[config.mk]
export PLATFORM = sky130hd
export DESIGN_NAME = command_frame_receiver_top_flat
export DESIGN_NICKNAME = d
export VERILOG_FILES = /design/src/rtl/core/cfr_pkg.sv /design/src/rtl/core/cfr_byte_if.sv /design/src/rtl/core/cfr_cfg_if.sv /design/src/rtl/core/cfr_result_if.sv /design/src/rtl/core/command_frame_receiver_top.sv /design/src/rtl/core/cfr_cfg_regs.sv /design/src/rtl/core/cfr_parser.sv /design/src/rtl/core/cfr_out_reg.sv /design/src/flat_wrapper.sv
export SDC_FILE = /design/constraint.sdc
export NUM_CORES = 1
export LEC_CHECK = 0
export BUFFER_PORTS_ARGS = -buffer_cell sky130_fd_sc_hd__buf_2
export CAP_MARGIN = 40
export CORE_MARGIN = 4
export CORE_UTILIZATION = 40
export CTS_BUF_LIST = sky130_fd_sc_hd__clkbuf_8
export DETAILED_ROUTE_END_ITERATION = 8
export HOLD_SLACK_MARGIN = 0.06
export SETUP_SLACK_MARGIN = 0.05
export SYNTH_ARGS = -nofsm -noshare
export SYNTH_HDL_FRONTEND = slang
export SYNTH_HIERARCHICAL = 1
export SYNTH_SLANG_ARGS = --single-unit
export TNS_END_PERCENT = 10
[constraint.sdc]
create_clock -name clk -period 7.2 [get_ports clk]
set_input_delay 1.44 -clock clk [delete_from_list [all_inputs] [get_ports clk]]
set_output_delay 1.44 -clock clk [all_outputs]
set_load 0.005 [all_outputs]
[src/rtl/core/cfr_pkg.sv]
`default_nettype none
// ----------------------------------------------------------------------------
// cfr_pkg
// Shared types and constants of the command frame receiver.
// ----------------------------------------------------------------------------
package cfr_pkg;

    // Default receive buffer size in bytes (header, length, command, check + payload)
    localparam int RX_BUFFER_BYTES_DEF = 64;

    // Frame overhead bytes counted against the buffer limit
    localparam int FRAME_OVERHEAD = 5;

    // Width of the length-plus-overhead sum (255 + 5 fits)
    localparam int LEN_SUM_W = 9;

    // Payload bytes kept for decoding
    localparam int STORE_BYTES = 12;
    localparam int STORE_IDX_W = $clog2(STORE_BYTES);

    // Payload lengths each command requires
    localparam logic [7:0] LEN_STOP    = 8'd0;
    localparam logic [7:0] LEN_SET_VEL = 8'd6;
    localparam logic [7:0] LEN_TUNE    = 8'd12;

    // Configuration register indexes
    localparam int CFG_IDX_W = 3;
    localparam logic [CFG_IDX_W-1:0] CFG_HEADER_FIRST        = 3'd0;
    localparam logic [CFG_IDX_W-1:0] CFG_HEADER_SECOND       = 3'd1;
    localparam logic [CFG_IDX_W-1:0] CFG_CODE_STOP           = 3'd2;
    localparam logic [CFG_IDX_W-1:0] CFG_CODE_SET_VELOCITY   = 3'd3;
    localparam logic [CFG_IDX_W-1:0] CFG_CODE_TUNE_GAINS     = 3'd4;
    localparam logic [CFG_IDX_W-1:0] CFG_CODE_STATUS_REQUEST = 3'd5;

    // Configuration reset values
    localparam logic [7:0] HEADER_FIRST_RST        = 8'hAA;
    localparam logic [7:0] HEADER_SECOND_RST       = 8'h55;
    localparam logic [7:0] CODE_STOP_RST           = 8'd1;
    localparam logic [7:0] CODE_SET_VELOCITY_RST   = 8'd2;
    localparam logic [7:0] CODE_TUNE_GAINS_RST     = 8'd3;
    localparam logic [7:0] CODE_STATUS_REQUEST_RST = 8'd4;

    typedef enum logic [2:0] {
        ACT_STOP    = 3'd0,
        ACT_SET_VEL = 3'd1,
        ACT_TUNE    = 3'd2,
        ACT_STATUS  = 3'd3,
        ACT_NONE    = 3'd4
    } action_t;

    typedef enum logic [1:0] {
        ACK_OK      = 2'd0,
        ACK_BAD_LEN = 2'd1,
        ACK_UNKNOWN = 2'd2
    } ack_t;

    // Live configuration handed to the parser
    typedef struct packed {
        logic [7:0] header_first;
        logic [7:0] header_second;
        logic [7:0] code_stop;
        logic [7:0] code_set_velocity;
        logic [7:0] code_tune_gains;
        logic [7:0] code_status_request;
    } cfg_t;

    // One decoded result
    typedef struct packed {
        action_t            action;
        ack_t               ack_code;
        logic [7:0]         command_echo;
        logic signed [15:0] vel_forward;
        logic signed [15:0] vel_side;
        logic signed [15:0] turn_rate;
        logic [31:0]        gain_p_bits;
        logic [31:0]        gain_i_bits;
        logic [31:0]        gain_d_bits;
    } result_t;

endpackage : cfr_pkg
`default_nettype wire

[src/rtl/core/cfr_byte_if.sv]
`default_nettype none
// ----------------------------------------------------------------------------
// cfr_byte_if
// Received byte channel: valid/ready with one byte of payload.
// ----------------------------------------------------------------------------
interface cfr_byte_if;
    logic       valid;
    logic       ready;
    logic [7:0] rx_byte;

    modport source (output valid, output rx_byte, input ready);
    modport sink   (input valid, input rx_byte, output ready);
endinterface : cfr_byte_if
`default_nettype wire

[src/rtl/core/cfr_cfg_if.sv]
`default_nettype none
// ----------------------------------------------------------------------------
// cfr_cfg_if
// Configuration write channel: valid/ready with register index and data.
// ----------------------------------------------------------------------------
interface cfr_cfg_if;
    logic       valid;
    logic       ready;
    logic [2:0] index;
    logic [7:0] data;

    modport source (output valid, output index, output data, input ready);
    modport sink   (input valid, input index, input data, output ready);
endinterface : cfr_cfg_if
`default_nettype wire

[src/rtl/core/cfr_result_if.sv]
`default_nettype none
// ----------------------------------------------------------------------------
// cfr_result_if
// Decoded command channel: valid/ready with the decoded fields.
// ----------------------------------------------------------------------------
interface cfr_result_if;
    logic               valid;
    logic               ready;
    logic [2:0]         action;
    logic [1:0]         ack_code;
    logic [7:0]         command_echo;
    logic signed [15:0] vel_forward;
    logic signed [15:0] vel_side;
    logic signed [15:0] turn_rate;
    logic [31:0]        gain_p_bits;
    logic [31:0]        gain_i_bits;
    logic [31:0]        gain_d_bits;

    modport source (
        output valid, output action, output ack_code, output command_echo,
        output vel_forward, output vel_side, output turn_rate,
        output gain_p_bits, output gain_i_bits, output gain_d_bits,
        input  ready
    );
    modport sink (
        input  valid, input action, input ack_code, input command_echo,
        input  vel_forward, input vel_side, input turn_rate,
        input  gain_p_bits, input gain_i_bits, input gain_d_bits,
        output ready
    );
endinterface : cfr_result_if
`default_nettype wire

[src/rtl/core/command_frame_receiver_top.sv]
`default_nettype none
// ----------------------------------------------------------------------------
// command_frame_receiver_top
// Byte-serial command frame parser with XOR check and command decode.
// ----------------------------------------------------------------------------
// Throughput: one received byte per cycle, sustained while results are taken.
// Path: an accepted check byte passes the input byte register and then the result
//   register before its result is valid.
// A waiting result stalls input only while the held byte is a check byte that passes.
// Reset: configuration returns to its defaults, the parser hunts the first header
//   byte; the payload store is not cleared.
module command_frame_receiver_top
    import cfr_pkg::*;
#(
    parameter int RX_BUFFER_BYTES = RX_BUFFER_BYTES_DEF
)
(
    input  wire logic    clk,
    input  wire logic    rst_n,
    cfr_byte_if.sink     rx,
    cfr_cfg_if.sink      cfg,
    cfr_result_if.source result
);

    cfg_t    cfg_live;
    result_t res;
    logic    res_load;
    logic    out_can_load;

    // Configuration registers
    cfr_cfg_regs u_cfg_regs (
        .clk     (clk),
        .rst_n   (rst_n),
        .cfg     (cfg),
        .cfg_out (cfg_live)
    );

    // Frame state machine and decode
    cfr_parser #(
        .RX_BUFFER_BYTES (RX_BUFFER_BYTES)
    ) u_parser (
        .clk          (clk),
        .rst_n        (rst_n),
        .rx           (rx),
        .cfg          (cfg_live),
        .out_can_load (out_can_load),
        .res_load     (res_load),
        .res          (res)
    );

    // Result register
    cfr_out_reg u_out_reg (
        .clk      (clk),
        .rst_n    (rst_n),
        .load     (res_load),
        .res_in   (res),
        .can_load (out_can_load),
        .result   (result)
    );

endmodule : command_frame_receiver_top
`default_nettype wire

[src/rtl/core/cfr_cfg_regs.sv]
`default_nettype none
// ----------------------------------------------------------------------------
// cfr_cfg_regs
// Header bytes and command codes, written through the configuration channel.
// ----------------------------------------------------------------------------
module cfr_cfg_regs
    import cfr_pkg::*;
(
    input  wire logic  clk,
    input  wire logic  rst_n,
    cfr_cfg_if.sink    cfg,
    output cfg_t       cfg_out
);

    cfg_t cfg_reg;
    cfg_t cfg_next;
    logic wr_en;

    // Always take writes
    assign cfg.ready = 1'b1;
    assign wr_en     = cfg.valid;
    assign cfg_out   = cfg_reg;

    // Decode the register index, drop writes beyond the list
    always_comb
    begin
        cfg_next = cfg_reg;
        if (wr_en)
        begin
            unique case (cfg.index)
                CFG_HEADER_FIRST:        cfg_next.header_first        = cfg.data;
                CFG_HEADER_SECOND:       cfg_next.header_second       = cfg.data;
                CFG_CODE_STOP:           cfg_next.code_stop           = cfg.data;
                CFG_CODE_SET_VELOCITY:   cfg_next.code_set_velocity   = cfg.data;
                CFG_CODE_TUNE_GAINS:     cfg_next.code_tune_gains     = cfg.data;
                CFG_CODE_STATUS_REQUEST: cfg_next.code_status_request = cfg.data;
                default:                 cfg_next = cfg_reg;
            endcase
        end
    end

    always_ff @(posedge clk or negedge rst_n)
    begin
        if (!rst_n)
        begin
            cfg_reg.header_first        <= HEADER_FIRST_RST;
            cfg_reg.header_second       <= HEADER_SECOND_RST;
            cfg_reg.code_stop           <= CODE_STOP_RST;
            cfg_reg.code_set_velocity   <= CODE_SET_VELOCITY_RST;
            cfg_reg.code_tune_gains     <= CODE_TUNE_GAINS_RST;
            cfg_reg.code_status_request <= CODE_STATUS_REQUEST_RST;
        end
        else
        begin
            cfg_reg <= cfg_next;
        end
    end

endmodule : cfr_cfg_regs
`default_nettype wire

[src/rtl/core/cfr_parser.sv]
`default_nettype none
// ----------------------------------------------------------------------------
// cfr_parser
// Input byte register, per-byte frame state machine, payload store and decode.
// ----------------------------------------------------------------------------
module cfr_parser
    import cfr_pkg::*;
#(
    parameter int RX_BUFFER_BYTES = RX_BUFFER_BYTES_DEF
)
(
    input  wire logic  clk,
    input  wire logic  rst_n,
    cfr_byte_if.sink   rx,
    input  cfg_t       cfg,
    input  wire logic  out_can_load,
    output logic       res_load,
    output result_t    res
);

    typedef enum logic [2:0] {
        PH_HUNT1   = 3'd0,
        PH_HUNT2   = 3'd1,
        PH_LEN     = 3'd2,
        PH_CMD     = 3'd3,
        PH_PAYLOAD = 3'd4,
        PH_CHECK   = 3'd5
    } phase_t;

    localparam logic [LEN_SUM_W-1:0] LenLimit    = LEN_SUM_W'(RX_BUFFER_BYTES);
    localparam logic [LEN_SUM_W-1:0] OverheadLen = LEN_SUM_W'(FRAME_OVERHEAD);
    localparam logic [7:0]           StoreBytes8 = 8'(STORE_BYTES);

    logic       in_valid_reg;
    logic [7:0] in_byte_reg;

    phase_t     phase_reg, phase_next;
    logic [7:0] frame_length_reg, frame_length_next;
    logic [7:0] frame_command_reg, frame_command_next;
    logic [7:0] running_xor_reg, running_xor_next;
    logic [7:0] payload_count_reg, payload_count_next;
    logic [7:0] store_reg [STORE_BYTES];

    logic       res_hit;
    logic       step;
    logic       store_we;
    logic [7:0] count_inc;
    logic [LEN_SUM_W-1:0] len_sum;

    // A good check byte produces a result; stall only then if the output is held
    assign res_hit  = (phase_reg == PH_CHECK) && (in_byte_reg == running_xor_reg);
    assign step     = in_valid_reg && (out_can_load || !res_hit);
    assign res_load = step && res_hit;
    assign rx.ready = !in_valid_reg || step;

    assign count_inc = payload_count_reg + 8'd1;
    assign len_sum   = {1'b0, in_byte_reg} + OverheadLen;
    assign store_we  = step && (phase_reg == PH_PAYLOAD) && (payload_count_reg < StoreBytes8);

    // Hold the accepted byte until the frame logic consumes it
    always_ff @(posedge clk or negedge rst_n)
    begin
        if (!rst_n)
        begin
            in_valid_reg <= 1'b0;
        end
        else if (rx.ready)
        begin
            in_valid_reg <= rx.valid;
        end
    end

    always_ff @(posedge clk)
    begin
        if (rx.ready && rx.valid)
        begin
            in_byte_reg <= rx.rx_byte;
        end
    end

    // Advance the frame state by one byte
    always_comb
    begin
        phase_next         = phase_reg;
        frame_length_next  = frame_length_reg;
        frame_command_next = frame_command_reg;
        running_xor_next   = running_xor_reg;
        payload_count_next = payload_count_reg;
        if (step)
        begin
            unique case (phase_reg)
                PH_HUNT2:
                begin
                    if (in_byte_reg == cfg.header_second)
                    begin
                        running_xor_next = cfg.header_first ^ in_byte_reg;
                        phase_next       = PH_LEN;
                    end
                    else if (in_byte_reg != cfg.header_first)
                    begin
                        phase_next = PH_HUNT1;
                    end
                end
                PH_LEN:
                begin
                    // Drop frames longer than the buffer allows
                    if (len_sum > LenLimit)
                    begin
                        phase_next = PH_HUNT1;
                    end
                    else
                    begin
                        frame_length_next = in_byte_reg;
                        running_xor_next  = running_xor_reg ^ in_byte_reg;
                        phase_next        = PH_CMD;
                    end
                end
                PH_CMD:
                begin
                    frame_command_next = in_byte_reg;
                    running_xor_next   = running_xor_reg ^ in_byte_reg;
                    payload_count_next = 8'd0;
                    phase_next         = (frame_length_reg == 8'd0) ? PH_CHECK : PH_PAYLOAD;
                end
                PH_PAYLOAD:
                begin
                    running_xor_next   = running_xor_reg ^ in_byte_reg;
                    payload_count_next = count_inc;
                    if (count_inc >= frame_length_reg)
                    begin
                        phase_next = PH_CHECK;
                    end
                end
                PH_CHECK:
                begin
                    phase_next = PH_HUNT1;
                end
                default:
                begin
                    phase_next = (in_byte_reg == cfg.header_first) ? PH_HUNT2 : PH_HUNT1;
                end
            endcase
        end
    end

    always_ff @(posedge clk or negedge rst_n)
    begin
        if (!rst_n)
        begin
            phase_reg         <= PH_HUNT1;
            frame_length_reg  <= 8'd0;
            frame_command_reg <= 8'd0;
            running_xor_reg   <= 8'd0;
            payload_count_reg <= 8'd0;
        end
        else
        begin
            phase_reg         <= phase_next;
            frame_length_reg  <= frame_length_next;
            frame_command_reg <= frame_command_next;
            running_xor_reg   <= running_xor_next;
            payload_count_reg <= payload_count_next;
        end
    end

    // Keep the first payload bytes for decoding
    always_ff @(posedge clk)
    begin
        if (store_we)
        begin
            store_reg[payload_count_reg[STORE_IDX_W-1:0]] <= in_byte_reg;
        end
    end

    // Decode the finished frame; first matching command code wins
    always_comb
    begin
        res              = '0;
        res.action       = ACT_NONE;
        res.ack_code     = ACK_OK;
        res.command_echo = frame_command_reg;
        priority if (frame_command_reg == cfg.code_stop)
        begin
            if (frame_length_reg == LEN_STOP)
            begin
                res.action = ACT_STOP;
            end
            else
            begin
                res.ack_code = ACK_BAD_LEN;
            end
        end
        else if (frame_command_reg == cfg.code_set_velocity)
        begin
            if (frame_length_reg == LEN_SET_VEL)
            begin
                res.action      = ACT_SET_VEL;
                res.vel_forward = {store_reg[1], store_reg[0]};
                res.vel_side    = {store_reg[3], store_reg[2]};
                res.turn_rate   = {store_reg[5], store_reg[4]};
            end
            else
            begin
                res.ack_code = ACK_BAD_LEN;
            end
        end
        else if (frame_command_reg == cfg.code_tune_gains)
        begin
            if (frame_length_reg == LEN_TUNE)
            begin
                res.action      = ACT_TUNE;
                res.gain_p_bits = {store_reg[3], store_reg[2], store_reg[1], store_reg[0]};
                res.gain_i_bits = {store_reg[7], store_reg[6], store_reg[5], store_reg[4]};
                res.gain_d_bits = {store_reg[11], store_reg[10], store_reg[9], store_reg[8]};
            end
            else
            begin
                res.ack_code = ACK_BAD_LEN;
            end
        end
        else if (frame_command_reg == cfg.code_status_request)
        begin
            res.action = ACT_STATUS;
        end
        else
        begin
            res.ack_code = ACK_UNKNOWN;
        end
    end

    // A result only leaves on a check byte
    a_load_from_check: assert property (@(posedge clk) disable iff (!rst_n)
        res_load |-> (phase_reg == PH_CHECK))
        else $error("result produced outside the check byte");

    // The payload count stays below the frame length while payload bytes arrive
    a_count_in_range: assert property (@(posedge clk) disable iff (!rst_n)
        (phase_reg == PH_PAYLOAD) |-> (payload_count_reg < frame_length_reg))
        else $error("payload count ran past the frame length");

    // A rejected command always carries an error code
    a_none_has_ack: assert property (@(posedge clk) disable iff (!rst_n)
        res_load |-> !((res.action == ACT_NONE) && (res.ack_code == ACK_OK)))
        else $error("rejected command without ack code");

    // A stored frame length always fits the receive buffer
    a_len_fits: assert property (@(posedge clk) disable iff (!rst_n)
        ({1'b0, frame_length_reg} + OverheadLen) <= LenLimit)
        else $error("frame length exceeds buffer limit");

endmodule : cfr_parser
`default_nettype wire

[src/rtl/core/cfr_out_reg.sv]
`default_nettype none
// ----------------------------------------------------------------------------
// cfr_out_reg
// Result register driving the decoded command channel.
// ----------------------------------------------------------------------------
module cfr_out_reg
    import cfr_pkg::*;
(
    input  wire logic  clk,
    input  wire logic  rst_n,
    input  wire logic  load,
    input  result_t    res_in,
    output logic       can_load,
    cfr_result_if.source result
);

    logic    valid_reg;
    result_t data_reg;

    // Slot frees when empty or when the held request is taken this cycle
    assign can_load = !valid_reg || result.ready;

    always_ff @(posedge clk or negedge rst_n)
    begin
        if (!rst_n)
        begin
            valid_reg <= 1'b0;
        end
        else if (load)
        begin
            valid_reg <= 1'b1;
        end
        else if (result.ready)
        begin
            valid_reg <= 1'b0;
        end
    end

    always_ff @(posedge clk)
    begin
        if (load)
        begin
            data_reg <= res_in;
        end
    end

    assign result.valid        = valid_reg;
    assign result.action       = data_reg.action;
    assign result.ack_code     = data_reg.ack_code;
    assign result.command_echo = data_reg.command_echo;
    assign result.vel_forward  = data_reg.vel_forward;
    assign result.vel_side     = data_reg.vel_side;
    assign result.turn_rate    = data_reg.turn_rate;
    assign result.gain_p_bits  = data_reg.gain_p_bits;
    assign result.gain_i_bits  = data_reg.gain_i_bits;
    assign result.gain_d_bits  = data_reg.gain_d_bits;

    // Never overwrite a request that is still waiting
    a_no_overwrite: assert property (@(posedge clk) disable iff (!rst_n)
        (valid_reg && !result.ready) |-> !load)
        else $error("held request overwritten");

endmodule : cfr_out_reg
`default_nettype wire

[src/flat_wrapper.sv]
// flat-port wrapper written by rule: the top's interface ports become plain ports
module command_frame_receiver_top_flat import cfr_pkg::*;
#(
    parameter int RX_BUFFER_BYTES = RX_BUFFER_BYTES_DEF
)
  (clk, rst_n, rx_valid, rx_rx_byte, rx_ready, cfg_valid, cfg_index, cfg_data, cfg_ready, result_valid, result_action, result_ack_code, result_command_echo, result_vel_forward, result_vel_side, result_turn_rate, result_gain_p_bits, result_gain_i_bits, result_gain_d_bits, result_ready);
  cfr_byte_if rx_i ();
  cfr_cfg_if cfg_i ();
  cfr_result_if result_i ();
  input  wire logic clk;
  input  wire logic rst_n;
  input wire logic [$bits(rx_i.valid)-1:0] rx_valid;
  input wire logic [$bits(rx_i.rx_byte)-1:0] rx_rx_byte;
  output wire logic [$bits(rx_i.ready)-1:0] rx_ready;
  input wire logic [$bits(cfg_i.valid)-1:0] cfg_valid;
  input wire logic [$bits(cfg_i.index)-1:0] cfg_index;
  input wire logic [$bits(cfg_i.data)-1:0] cfg_data;
  output wire logic [$bits(cfg_i.ready)-1:0] cfg_ready;
  output wire logic [$bits(result_i.valid)-1:0] result_valid;
  output wire logic [$bits(result_i.action)-1:0] result_action;
  output wire logic [$bits(result_i.ack_code)-1:0] result_ack_code;
  output wire logic [$bits(result_i.command_echo)-1:0] result_command_echo;
  output wire logic [$bits(result_i.vel_forward)-1:0] result_vel_forward;
  output wire logic [$bits(result_i.vel_side)-1:0] result_vel_side;
  output wire logic [$bits(result_i.turn_rate)-1:0] result_turn_rate;
  output wire logic [$bits(result_i.gain_p_bits)-1:0] result_gain_p_bits;
  output wire logic [$bits(result_i.gain_i_bits)-1:0] result_gain_i_bits;
  output wire logic [$bits(result_i.gain_d_bits)-1:0] result_gain_d_bits;
  input wire logic [$bits(result_i.ready)-1:0] result_ready;
  assign rx_i.valid = rx_valid;
  assign rx_i.rx_byte = rx_rx_byte;
  assign rx_ready = rx_i.ready;
  assign cfg_i.valid = cfg_valid;
  assign cfg_i.index = cfg_index;
  assign cfg_i.data = cfg_data;
  assign cfg_ready = cfg_i.ready;
  assign result_valid = result_i.valid;
  assign result_action = result_i.action;
  assign result_ack_code = result_i.ack_code;
  assign result_command_echo = result_i.command_echo;
  assign result_vel_forward = result_i.vel_forward;
  assign result_vel_side = result_i.vel_side;
  assign result_turn_rate = result_i.turn_rate;
  assign result_gain_p_bits = result_i.gain_p_bits;
  assign result_gain_i_bits = result_i.gain_i_bits;
  assign result_gain_d_bits = result_i.gain_d_bits;
  assign result_i.ready = result_ready;
  command_frame_receiver_top #(.RX_BUFFER_BYTES(RX_BUFFER_BYTES)) u_core (.clk(clk), .rst_n(rst_n), .rx(rx_i), .cfg(cfg_i), .result(result_i));
endmodule
### After elaboration in Yosys (flattened, before gate mapping)

Memory sizes are Yosys's and may differ from the RTL's. A register that Yosys moved wholly into a read port is not among the register bits.
Cells that the tools add are included.

* flip-flop bits (word level): 218
* bits in writable memories: 96
* input bits: 24
* memories: 1

* add/subtract/negate cells: 2
* magnitude comparators: 3
* eq/ne operators: 24
* muxes and demuxes: 26
* bitwise logic cells: 7
* reduce and logical (&&, ||, !) cells: 31

Memories
* u_core.u_parser.store_reg: words 12, bits a word 8, read ports 12, clocked after Yosys merged registers in 6, wr ports 1, RTL line cfr_parser.sv:42 `logic [7:0] store_reg [STORE_BYTES];`

Operators by type and width (count)
* equality test 8 bit: 7
* one-hot mux 8 bit (3 select lines): 1
* 2-to-1 mux 3 bit: 7
* 2-to-1 mux 8 bit: 2
* one-hot mux 8 bit (2 select lines): 1
* AND reduction 2 bit: 8
* bitwise XOR 8 bit: 2
* 2-to-1 mux 5 bit: 3
* one-hot mux 3 bit (5 select lines): 1
* equality test 3 x 2 -> 1 bit, second input constant: 4
* equality test 3 bit, second input constant: 4
* adder 8 x 3 -> 9 bit, second input constant: 1
* greater-than comparator 9 x 7 -> 1 bit, second input constant: 1
* 2-to-1 mux 1 bit: 9
* adder 8 x 1 -> 8 bit, second input constant: 1
* equality test 8 x 3 -> 1 bit, second input constant: 1
* equality test 8 x 4 -> 1 bit, second input constant: 1
* greater-or-equal comparator 8 bit: 1
* logical NOT 8 bit: 1
* < comparator 8 x 4 -> 1 bit, second input constant: 1
* inequality test 8 bit: 1
* equality test 3 x 1 -> 1 bit, second input constant: 2
* logical AND 1 bit: 6
* AND reduction 3 bit: 2
* other kinds (14): 25

### Longest topological paths before layout

Gate-level depths: netlist of run 1.

* depth after elaboration: 9
* gate-level depth with buffers: 10
* gate-level depth less buffers: 10

### Cells and area by module

The synthesis of run 1 kept the hierarchy.

Modules (own cells, without submodules)
* cfr_parser: instances 1, cells each 619, area each 7393.3 um2, sequential area each 4023.9 um2
* cfr_out_reg: instances 1, cells each 160, area each 4762.1 um2, sequential area each 4739.5 um2
* cfr_cfg_regs: instances 1, cells each 108, area each 1860.5 um2, sequential area each 1217.4 um2

### Least setup slack after synthesis of run 1

Ideal clock, no wire load.

* path type: input -> register
* from: in result_ready
* to: reg u_core.u_out_reg.valid_reg, in the netlist u_core/u_out_reg/result.valid
* library setup time: 0.090 ns
* data arrival time: 5.784 ns
* data required time: 7.110 ns
* slack: 1.326 ns
* stages on the path: 3
* path buffers: 0
* cells stage by stage: nand2b_4 > and3_1 > nand2b_2

* word-level cells in the longest chain between the ends: 5
* elaborated cells between the ends (all ways): 6
* classes of those cells: mux (1); reduce/logical (5)

RTL lines
* start: declaration: RTL line flat_wrapper.sv:29 `input wire logic [$bits(result_i.ready)-1:0] result_ready;`
* logical OR 1 bit *: RTL line cfr_out_reg.sv:21 `assign can_load = !valid_reg || result.ready;`
* logical OR 1 bit *: RTL line cfr_parser.sv:52 `assign step = in_valid_reg && (out_can_load || !res_hit);`
* logical AND 1 bit *: RTL line cfr_parser.sv:52
* logical AND 1 bit *: RTL line cfr_parser.sv:53 `assign res_load = step && res_hit;`
* net u_core.res_load: RTL line command_frame_receiver_top.sv:27 `logic res_load;`
* 2-to-1 mux 1 bit or nonzero test 2 bit (tied branches)
* end signal: assignment: RTL line cfr_out_reg.sv:27 `valid_reg <= 1'b0;`
* end signal: assignment: RTL line cfr_out_reg.sv:31 `valid_reg <= 1'b1;`
* end signal: assignment: RTL line cfr_out_reg.sv:35 `valid_reg <= 1'b0;`
* end: declaration: RTL line cfr_out_reg.sv:17 `logic valid_reg;`

Mark *: on every way through the listed nets, which the timed path passes. The rest lies on a longest branch.
A chain may end at the register's enable or synchronous reset.

### Worst setup path after layout of run 1

* from: reg u_core.u_parser.in_byte_reg[4]
* to: out rx_ready

* word-level cells in the longest chain between the ends: 6

RTL lines
* start: declaration: RTL line cfr_parser.sv:35 `logic [7:0] in_byte_reg;`
* start signal: assignment: RTL line cfr_parser.sv:77 `in_byte_reg <= rx.rx_byte;`
* equality test 8 bit: RTL line cfr_parser.sv:51 `assign res_hit = (phase_reg == PH_CHECK) && (in_byte_reg == running_xor_reg);`
* logical AND 1 bit: RTL line cfr_parser.sv:51
* logical NOT 1 bit: RTL line cfr_parser.sv:52
* logical OR 1 bit: RTL line cfr_parser.sv:52
* logical AND 1 bit: RTL line cfr_parser.sv:52
* logical OR 1 bit: RTL line cfr_parser.sv:54 `assign rx.ready = !in_valid_reg || step;`
* end: declaration: RTL line flat_wrapper.sv:14 `output wire logic [$bits(rx_i.ready)-1:0] rx_ready;`

No other way between the ends.

==> results.py, run 1 <==
metrics = {
    "yosys": {
        "ys.flop_type": "edfxtp_1",
        "synthTopCellsByArea": "edfxtp_1 (56%), dfrtp_1 (13%), mux2_2 (4.7%)",
        "async_reset_ff_share_pct": 24.57,
        "netlist_area_um2": 14020,
        "syn_avg_cell_area_um2": 15.80,
        "synth_edf_count": 261,
        "synthesis.nets": 923,
        "syn_inst": 887,
        "yosys.area.top_type_share_pct": 55.92,
        "synth_seq_area_share_pct": 71.21,
        "synth_cell_types": 65,
        "ys_ff_latch": 346,
        "ys_warn_count": 6,
        "synth_largest_area_cell": "edfxtp_1",
    },
    "finish": {
        "layout.nets": 1127,
        "fin_util_pct": 47.43,
        "diodes": 0,
        "syn2layout_area_growth_pct": 16.89,
        "final_cell_mix": "edfxtp_1 (261), buf_2 (182), and3_1 (102)",
        "largest_reg_flops": 96,
        "layout_commonest_cell": "edfxtp_1",
        "drive_above_1_share_pct": 33.01,
    },
    "worst_setup_path": {
        "critical_path_class": "flip-flop to output pin",
        "timing.rr.end": "u_core/u_out_reg/result.gain_i_bits[14]",
        "cp.arrival_ns": 2.37,
        "reg2reg_slack_ns": 4.26,
        "path_cells": "buf_4 > xnor2_1 > nand4_1 > nor3_1 > nand2_1 > nor2_1 > inv_1 > buf_2",
        "crit_fanout": 22,
        "cp.required_ns": 5.76,
        "cp_top_family": "simple AND/OR/NAND/NOR gates",
        "crit_buf_inv": 3,
        "cp-start-kind": "flip-flop",
        "critPathMaxStageDelay_ns": 0.33,
        "r2r_start": "u_core/u_parser/in_byte_reg[4]",
        "worst_setup_path_end_kind": "output pin",
        "crit_slowest_cell": "buf_4",
        "ff2ff_path_depth": 6,
    },
    "detailed_routing": {
        "drt-vias-per-instance": 4.923,
        "antenna_left": 0,
        "drcViolationCount": 0,
        "first_pass_iters": 5,
        "first_iter_violations": 482,
        "drt-total-wl_um": 29820,
        "vias": 7832,
        "routed_wire_length_per_instance_um": 18.74,
    },
    "sta": {
        "min_period_over_period_pct": 52.93,
        "drv_slew": 0,
        "fmax_mhz": 262.4,
        "fin_setup_tns_ns": 0,
        "holdWs_ns": 0.5182,
        "rsz0062_at_grt": "no",
        "post-route-min-period_ns": 3.811,
        "maxSlewHeadroom_pct": 43.36,
        "setup_viol": 0,
        "skew_ns": 0.02083,
        "worstMarginPinSlew_ns": 0.8496,
        "hold_viol_final": 0,
    },
    "floorplanning": {
        "die_h_um": 195.2,
        "pin_count": 184,
        "die_area_um2": 38100,
        "num_rows": 68,
        "core_um2": 34540,
        "die_x_um": 195.2,
        "start_util_pct": 40.58,
    },
    "hold_path": {
        "min_path_type": "flip-flop to flip-flop",
        "worstHoldPathCells": 1,
        "hold_end": "u_core/u_out_reg/result.gain_i_bits[29]",
        "holdCritStartpoint": "u_core/u_parser/store_reg[7][5]",
    },
    "power": {
        "peakVddDrop_uv": 126.9,
        "power_density_nw_per_um2": 269.9,
        "power.total_w": 0.004422,
        "leakage_nw": 7.242,
    },
    "global_routing": {
        "use_met3_pct": 3.088,
        "grt_pass1_wl_um": 46310,
        "gr-usage-met2_pct": 25.40,
        "grt_max_degree": 130,
        "grtUsageTotal_pct": 15.34,
        "use_met1_pct": 20.64,
        "first_global_vias": 8022,
        "top_usage_layer": "met2",
        "grt_overflow_total": 0,
        "antenna_found_initial": 0,
    },
    "status": {
        "status": "complete, no violations",
    },
    "clock_tree": {
        "clk_latency_ns": 0.59,
        "clockRootBuffer": "clkbuf_8",
        "clockBufferDepth": 3,
        "cts_buffers": 56,
        "postCtsSetupBuffers": 0,
        "clock-sinks": 346,
        "path_clk_slew_ns": 0.06,
        "htreeDepth": 2,
        "cts_hold_buffers": 0,
        "cts_tree": "done",
        "cts_resized": 0,
    },
    "job": {
        "drv_cap": 0,
    },
    "placement": {
        "port-buffer-count": 182,
        "hpwlAfterDp_um": 18880,
        "gp_congestion": 0.7744,
    },
}
-- cells in the mapped netlist (10+ instances only) --
library cell / n
xor2_1: 19
o21ai_0: 10
and3_1: 103
nand2_1: 19
mux2_2: 58
buf_6: 12
dfrtp_1: 72
nor2_1: 25
nand4_1: 26
dfstp_2: 13
clkbuf_1: 18
xnor2_1: 40
and2_1: 59
edfxtp_1: 261
buf_2: 17
ha_1: 12
inv_1: 11
-- where the power goes --
part / internal (W) / total (W) / switching [W] / leakage [nW]
registers: 0.00228 / 0.00241 / 0.000133 / 3.74
clock network: 0.000789 / 0.00152 / 0.000733 / 0.610
logic: 0.000242 / 0.000491 / 0.000249 / 2.89
total: 0.00331 / 0.00442 / 0.00112 / 7.24
-- metal layers --
layer  share of wire, %  wire length [um]
met5                  0                 0
met4                2.0               584
met3                5.1              1508
met2                 49             14480
met1                 44             13250
-- layout make-up --
type | count | area (um2)
tap | 455 | 569.3
timing repair buffer | 201 | 1086
clock buffer | 62 | 853.3
clock inverter | 41 | 173.9
fill | 3091 | 18160
inverter | 11 | 41.29
sequential | 346 | 9981
multi-input combinational | 475 | 3679
-- cells by family (layout without fill, tap and decap cells) --
family,Yosys count,count (layout),synth area share [%]
simple gates,297,297,13.92
xor+xnor,60,60,3.803
mux,59,59,4.731
buf+inv,66,315,2.705
other cells,1,1,0.02676
flops,346,346,71.21
fa+ha+maj,12,12,1.071
compound gates,46,46,2.535
-- per-stage QoR --
step	area (um2)	instances	worst slack (ns)
2_1_floorplan	14020	887	1.326
3_3_place_gp	15310	1484	3.709
3_5_place_dp	15360	1488	3.695
4_1_cts	16380	1591	3.318
5_1_grt	16380	1591	3.149
6_report	16380	1591	3.389
-- worst register-to-register path, delay by kind of cell (launching register included) --
| kind | cells | cell delay, ns |
|---|---|---|
| buffers and inverters | 2 | 0.84 |
| XOR/XNOR | 1 | 0.19 |
| AND/OR/NAND/NOR | 3 | 1.06 |
| flip-flops | 1 | 0.32 |
-- worst max-delay path by stage --
stage / from / endpoint / slack, ns / cells past startpoint
6_report: u_core/u_parser/in_byte_reg[4] / rx_ready / 3.39 / 8
5_1_grt: u_core/u_parser/in_byte_reg[3] / rx_ready / 3.15 / 8
4_1_cts: u_core/u_parser/in_byte_reg[4] / rx_ready / 3.32 / 8
3_5_place_dp: result_ready / u_core/u_parser/store_reg[0][6] / 3.69 / 6
3_3_place_gp: result_ready / rx_ready / 3.71 / 5
2_1_floorplan: result_ready / u_core/u_out_reg/result.valid / 1.33 / 3
Power figures use the tool's default switching activity.
==> run 2, diff against run 1 <==
Clock period 7.2 ns to 3.5 ns, I/O delays scaled along.
==> run 2 against run 1 <==
Worst hold slack worse by 0.41 ns. Sequential cell count stayed put. Non-clock buffer count is 4 higher.
==> results.py, run 2 (synthesis gave the netlist of run 1 again) <==
metrics = {
    "worst_setup_path": {
        "cp.required_ns": 2.80,
        "critPathMaxStageDelay_ns": 0.63,
        "crit_slowest_cell": "edfxtp_1",
        "worst_setup_path_end_kind": "output pin",
        "crit_buf_inv": 2,
        "cp-start-kind": "flip-flop",
        "cp_top_family": "simple AND/OR/NAND/NOR gates",
        "critical_path_class": "flip-flop to output pin",
        "reg2reg_slack_ns": 0.81,
        "cp.arrival_ns": 2.42,
        "crit_fanout": 11,
        "path_cells": "xnor2_1 > nand4_1 > nor3_1 > nand2_1 > nor2_1 > inv_1 > buf_2",
    },
    "global_routing": {
        "antenna_found_initial": 0,
        "grtUsageTotal_pct": 16.21,
        "grt_overflow_total": 0,
        "grt_pass1_wl_um": 48480,
        "grt_max_degree": 99,
        "first_global_vias": 8017,
    },
    "power": {
        "peakVddDrop_uv": 247.0,
        "leakage_nw": 7.308,
        "switching_power_w": 0.002339,
        "swShare_pct": 24.90,
        "intPower_w": 0.007054,
        "power_frac_comb_pct": 10.7,
        "pwr-share-seq_pct": 53.1,
        "power_density_nw_per_um2": 569.5,
        "clkPwrFrac_pct": 36.2,
    },
    "floorplanning": {
        "start_util_pct": 40.58,
        "num_rows": 68,
        "die_x_um": 195.2,
        "pin_count": 184,
        "die_area_um2": 38100,
        "core_um2": 34540,
        "die_h_um": 195.2,
    },
    "placement": {
        "gp_congestion": 0.8437,
        "port-buffer-count": 182,
        "hpwlAfterDp_um": 20500,
        "pre_cts_slack_ns": 0.8258,
    },
    "sta": {
        "skew_ns": 0.02971,
        "fin_ws_ns": 0.3841,
        "maxSlewHeadroom_pct": 46.63,
        "hold_viol_final": 0,
        "fin_setup_tns_ns": 0,
        "worstMarginPinSlew_ns": 0.8005,
        "min_period_over_period_pct": 89.03,
        "drv_slew": 0,
        "setup_viol": 0,
        "rsz0062_at_grt": "no",
        "fmax_mhz": 320.9,
        "post-route-min-period_ns": 3.116,
    },
    "finish": {
        "seqCellArea_um2": 9981,
        "multi_input_area_um2": 3666,
        "n_fill_cell": 3080,
        "largest_reg_flops": 96,
        "final_cell_mix": "edfxtp_1 (261), buf_2 (181), and3_1 (102)",
        "layout.nets": 1129,
        "fin_util_pct": 47.75,
        "drive_above_1_share_pct": 33.71,
        "layout_commonest_cell": "edfxtp_1",
        "diodes": 0,
        "syn2layout_area_growth_pct": 17.68,
    },
    "status": {
        "status": "complete, no violations",
    },
    "clock_tree": {
        "path_clk_slew_ns": 0.06,
        "cts_tree": "done",
        "cts_buffers": 54,
        "clock-sinks": 346,
        "clockBufferDepth": 3,
        "htreeDepth": 2,
        "clk_latency_ns": 0.61,
        "cts_resized": 0,
        "clockRootBuffer": "clkbuf_8",
        "cts_hold_buffers": 0,
        "postCtsSetupBuffers": 0,
    },
    "detailed_routing": {
        "routed_wire_length_per_instance_um": 19.66,
        "first_iter_violations": 498,
        "drt-vias-per-instance": 4.980,
        "antenna_left": 0,
        "first_pass_iters": 5,
        "vias": 7938,
        "drt-total-wl_um": 31350,
        "drcViolationCount": 0,
    },
    "hold_path": {
        "min_path_type": "input pin to async pin",
    },
    "job": {
        "drv_cap": 0,
    },
}
## run 2: cell count changes in the layout (fill, tap and decap cells not counted), sizes merged
cell      before  now
bufinv         0    2
clkinv        15   11
clkinvlp       1    0
buf          201  205
clkbuf        62   67
inv           36   33
## run 2: worst register-to-register path: stages (launching register included)
cell      delay [ns]
edfxtp_1        0.60
xor2_1          0.25
nor4_2          0.37
nand4b_1        0.20
a21oi_4         0.61
mux2_2          0.40
and3_1          0.16
## run 2: final timing paths
kind | start | endpoint | cells past startpoint
max | u_core/u_parser/in_byte_reg[0] | rx_ready | 7
min | rst_n | u_core/u_cfg_regs/cfg_out[31] | 1
max reg2reg | u_core/u_parser/in_byte_reg[6] | u_core/u_parser/running_xor_reg[7] | 6
min reg2reg | u_core/u_parser/store_reg[8][5] | u_core/u_out_reg/result.gain_d_bits[5] | 1
max in group asynchronous | rst_n | u_core/u_cfg_regs/cfg_out[8] | 2
min in group clk | rx_rx_byte[0] | u_core/u_parser/in_byte_reg[0] | 1
## run 2: area by class of cell
class / count / area share [%]
sequential: 346 / 60.51
multi-input combinational: 475 / 22.23
timing repair buffer: 205 / 6.736
clock buffer: 67 / 5.591
tap: 455 / 3.452
clock inverter: 35 / 1.229
inverter: 11 / 0.2503
## run 2: routing by layer
metal / vias up / wire length, um / global-route usage [%]
met5: - / 0 / 0
met4: 0 / 783 / 5.069
met3: 56 / 1743 / 3.226
met2: 244 / 14980 / 26.53
met1: 3931 / 13840 / 22.00
li1: 3707 / - / -
## run 2: per-stage QoR
stage | cell area [um2] | std cells | total power [W] | hold slack, ns
global placement | 15360 | 1491 | 0.006052 | 0.5005
floorplan | 14020 | 887 | 0.005754 | 0.4044
finish | 16490 | 1594 | 0.009393 | 0.1064
global route | 16490 | 1594 | 0.009836 | 0.1219
detailed placement | 15370 | 1492 | 0.006082 | 0.5030
CTS | 16490 | 1594 | 0.009501 | 0.09460
## run 2: power by group through the flow
stage	Combinational (W)	Sequential (W)	Clock (W)
floorplan	0.000825	0.00493	0
global placement	0.000990	0.00506	0
detailed placement	0.00101	0.00507	0
CTS	0.00101	0.00499	0.00350
global route	0.00111	0.00502	0.00370
finish	0.00100	0.00499	0.00340
==> run 3, diff against run 2 <==
Settings changed: CORE_UTILIZATION 40 to 51, PLACE_DENSITY set to 0.75.
==> run 3 against run 2 <==
Via count grew 1.2%. Combinational power about the same. Global-route usage increased by 2.6 points. Non-clock buffer count is the same. Wire length fell by 7.1%. Largest power group unchanged. Highest routed layer is now met5.
==> results.py, run 3 (synthesis gave the netlist of run 1 again) <==
metrics = {
    "sta": {
        "rsz0062_at_grt": "no",
        "worstMarginPinSlew_ns": 0.7932,
        "hold_viol_final": 0,
        "drv_slew": 0,
        "skew_ns": 0.01409,
        "post-route-min-period_ns": 3.154,
        "fin_setup_tns_ns": 0,
        "min_period_over_period_pct": 90.10,
        "fin_ws_ns": 0.3463,
        "setup_viol": 0,
        "fmax_mhz": 317.1,
        "maxSlewHeadroom_pct": 47.12,
    },
    "clock_tree": {
        "clock-sinks": 346,
        "clk_latency_ns": 0.56,
        "cts_buffers": 53,
        "cts_hold_buffers": 0,
        "postCtsSetupBuffers": 0,
        "path_clk_slew_ns": 0.06,
        "htreeDepth": 2,
        "clockBufferDepth": 3,
        "clockRootBuffer": "clkbuf_8",
        "cts_tree": "done",
        "cts_resized": 0,
    },
    "hold_path": {
        "min_path_type": "input pin to async pin",
    },
    "placement": {
        "pre_cts_slack_ns": 0.7107,
        "port-buffer-count": 182,
        "hpwlAfterDp_um": 19460,
        "gp_congestion": 0.9084,
        "dp.cells": 1377,
    },
    "detailed_routing": {
        "vias": 8034,
        "first_iter_violations": 787,
        "drt-vias-per-instance": 5.439,
        "antenna_left": 0,
        "drcViolationCount": 0,
        "routed_wire_length_per_instance_um": 19.72,
        "drt-total-wl_um": 29120,
        "first_pass_iters": 5,
    },
    "power": {
        "pwr-share-seq_pct": 54.7,
        "intPower_w": 0.006854,
        "swShare_pct": 24.85,
        "clkPwrFrac_pct": 34.2,
        "power_density_nw_per_um2": 560.3,
        "power_frac_comb_pct": 11.0,
        "peakVddDrop_uv": 333.2,
        "leakage_nw": 7.278,
        "switching_power_w": 0.002266,
    },
    "worst_setup_path": {
        "crit_buf_inv": 2,
        "cp.arrival_ns": 2.45,
        "ff2ff_path_depth": 7,
        "crit_slowest_cell": "edfxtp_1",
        "path_cells": "and2_4 > o221ai_2 > nor3_1 > nand2_1 > nor2_1 > inv_1 > buf_2",
        "critical_path_class": "flip-flop to output pin",
        "cp-start-kind": "flip-flop",
        "r2r_start": "u_core/u_parser/in_byte_reg[1]",
        "timing.rr.end": "u_core/u_parser/store_reg[5][0]",
        "path_depth": 7,
        "cp_top_family": "simple AND/OR/NAND/NOR gates",
        "worst_setup_path_end_kind": "output pin",
        "crit_fanout": 14,
        "critPathMaxStageDelay_ns": 0.70,
        "cp.required_ns": 2.80,
        "reg2reg_slack_ns": 0.72,
    },
    "finish": {
        "layout.nets": 1128,
        "final_cell_mix": "edfxtp_1 (261), buf_2 (181), and3_1 (102)",
        "drive_above_1_share_pct": 33.27,
        "largest_reg_flops": 96,
        "diodes": 0,
        "syn2layout_area_growth_pct": 16.12,
        "layout_commonest_cell": "edfxtp_1",
        "stdcell_count": 1477,
    },
    "floorplanning": {
        "start_util_pct": 51.86,
        "die_area_um2": 30200,
        "die_x_um": 173.8,
        "core_um2": 27030,
        "num_rows": 60,
        "pin_count": 184,
        "die_h_um": 173.8,
    },
    "global_routing": {
        "grt_pass1_wl_um": 45330,
        "grt_overflow_total": 0,
        "grt_max_degree": 99,
        "first_global_vias": 8016,
        "grtUsageTotal_pct": 18.85,
        "antenna_found_initial": 1,
    },
    "job": {
        "drv_cap": 0,
    },
    "status": {
        "status": "complete, no violations",
    },
}
==> run 3: per-layer routing <==
metal / GRT usage [%] / vias up / routed length (um)
met5: 0 / - / 7
met4: 5.741 / 2 / 704
met3: 3.599 / 55 / 1709
met2: 31.14 / 275 / 14090
met1: 25.67 / 3995 / 12610
li1: - / 3707 / -
==> run 3: how the worst max path moves through the flow <==
stage | slack (ns) | from | endpoint
after detailed placement | 0.71 | u_core/u_parser/in_byte_reg[1] | u_core/u_parser/store_reg[5][6]
after CTS | 0.29 | u_core/u_parser/in_byte_reg[1] | rx_ready
final | 0.35 | u_core/u_parser/in_byte_reg[1] | rx_ready
after floorplan | 0.62 | u_core/u_parser/in_byte_reg[4] | u_core/u_out_reg/result.ack_code[0]
after global placement | 0.75 | u_core/u_parser/in_byte_reg[1] | u_core/u_parser/store_reg[5][6]
after global routing | 0.12 | u_core/u_parser/in_byte_reg[1] | rx_ready
==> run 3: area by class of cell <==
| class | instances | area [um2] |
|---|---|---|
| repair buffers | 205 | 1131 |
| fillers | 2059 | 10750 |
| clock inverters | 38 | 190.2 |
| well taps | 341 | 426.7 |
| clock buffers | 61 | 839.6 |
| multi-input cells | 475 | 3666 |
| flip-flops and latches | 346 | 9981 |
| inverters | 11 | 41.29 |
==> run 3: worst reg2reg max path: stages, from the launching register on <==
cell and delay (ns):
edfxtp_1 0.63, and2_4 0.26, o221ai_2 0.23, o41ai_4 0.11
buf_4 0.20, or2_1 0.26, nor4_4 0.31, and2_1 0.42
==> run 3: per-stage QoR <==
step	power, W	hold WS [ns]	area (um2)	util, %
2_1_floorplan	0.005754	0.4044	14020	-
6_report	0.009119	0.1318	16280	60.22
3_5_place_dp	0.006068	0.5022	15240	56.38
5_1_grt	0.009543	0.1455	16280	60.22
4_1_cts	0.009194	0.1249	16270	60.19
3_3_place_gp	0.006025	0.4994	15210	56.28
==> run 3: power by group through the flow <==
stage / Clock (W) / Combinational [W] / Sequential, W
2_1_floorplan: 0 / 0.000825 / 0.00493
3_3_place_gp: 0 / 0.000965 / 0.00506
3_5_place_dp: 0 / 0.00100 / 0.00507
4_1_cts: 0.00320 / 0.00101 / 0.00499
5_1_grt: 0.00341 / 0.00111 / 0.00503
6_report: 0.00312 / 0.00100 / 0.00499
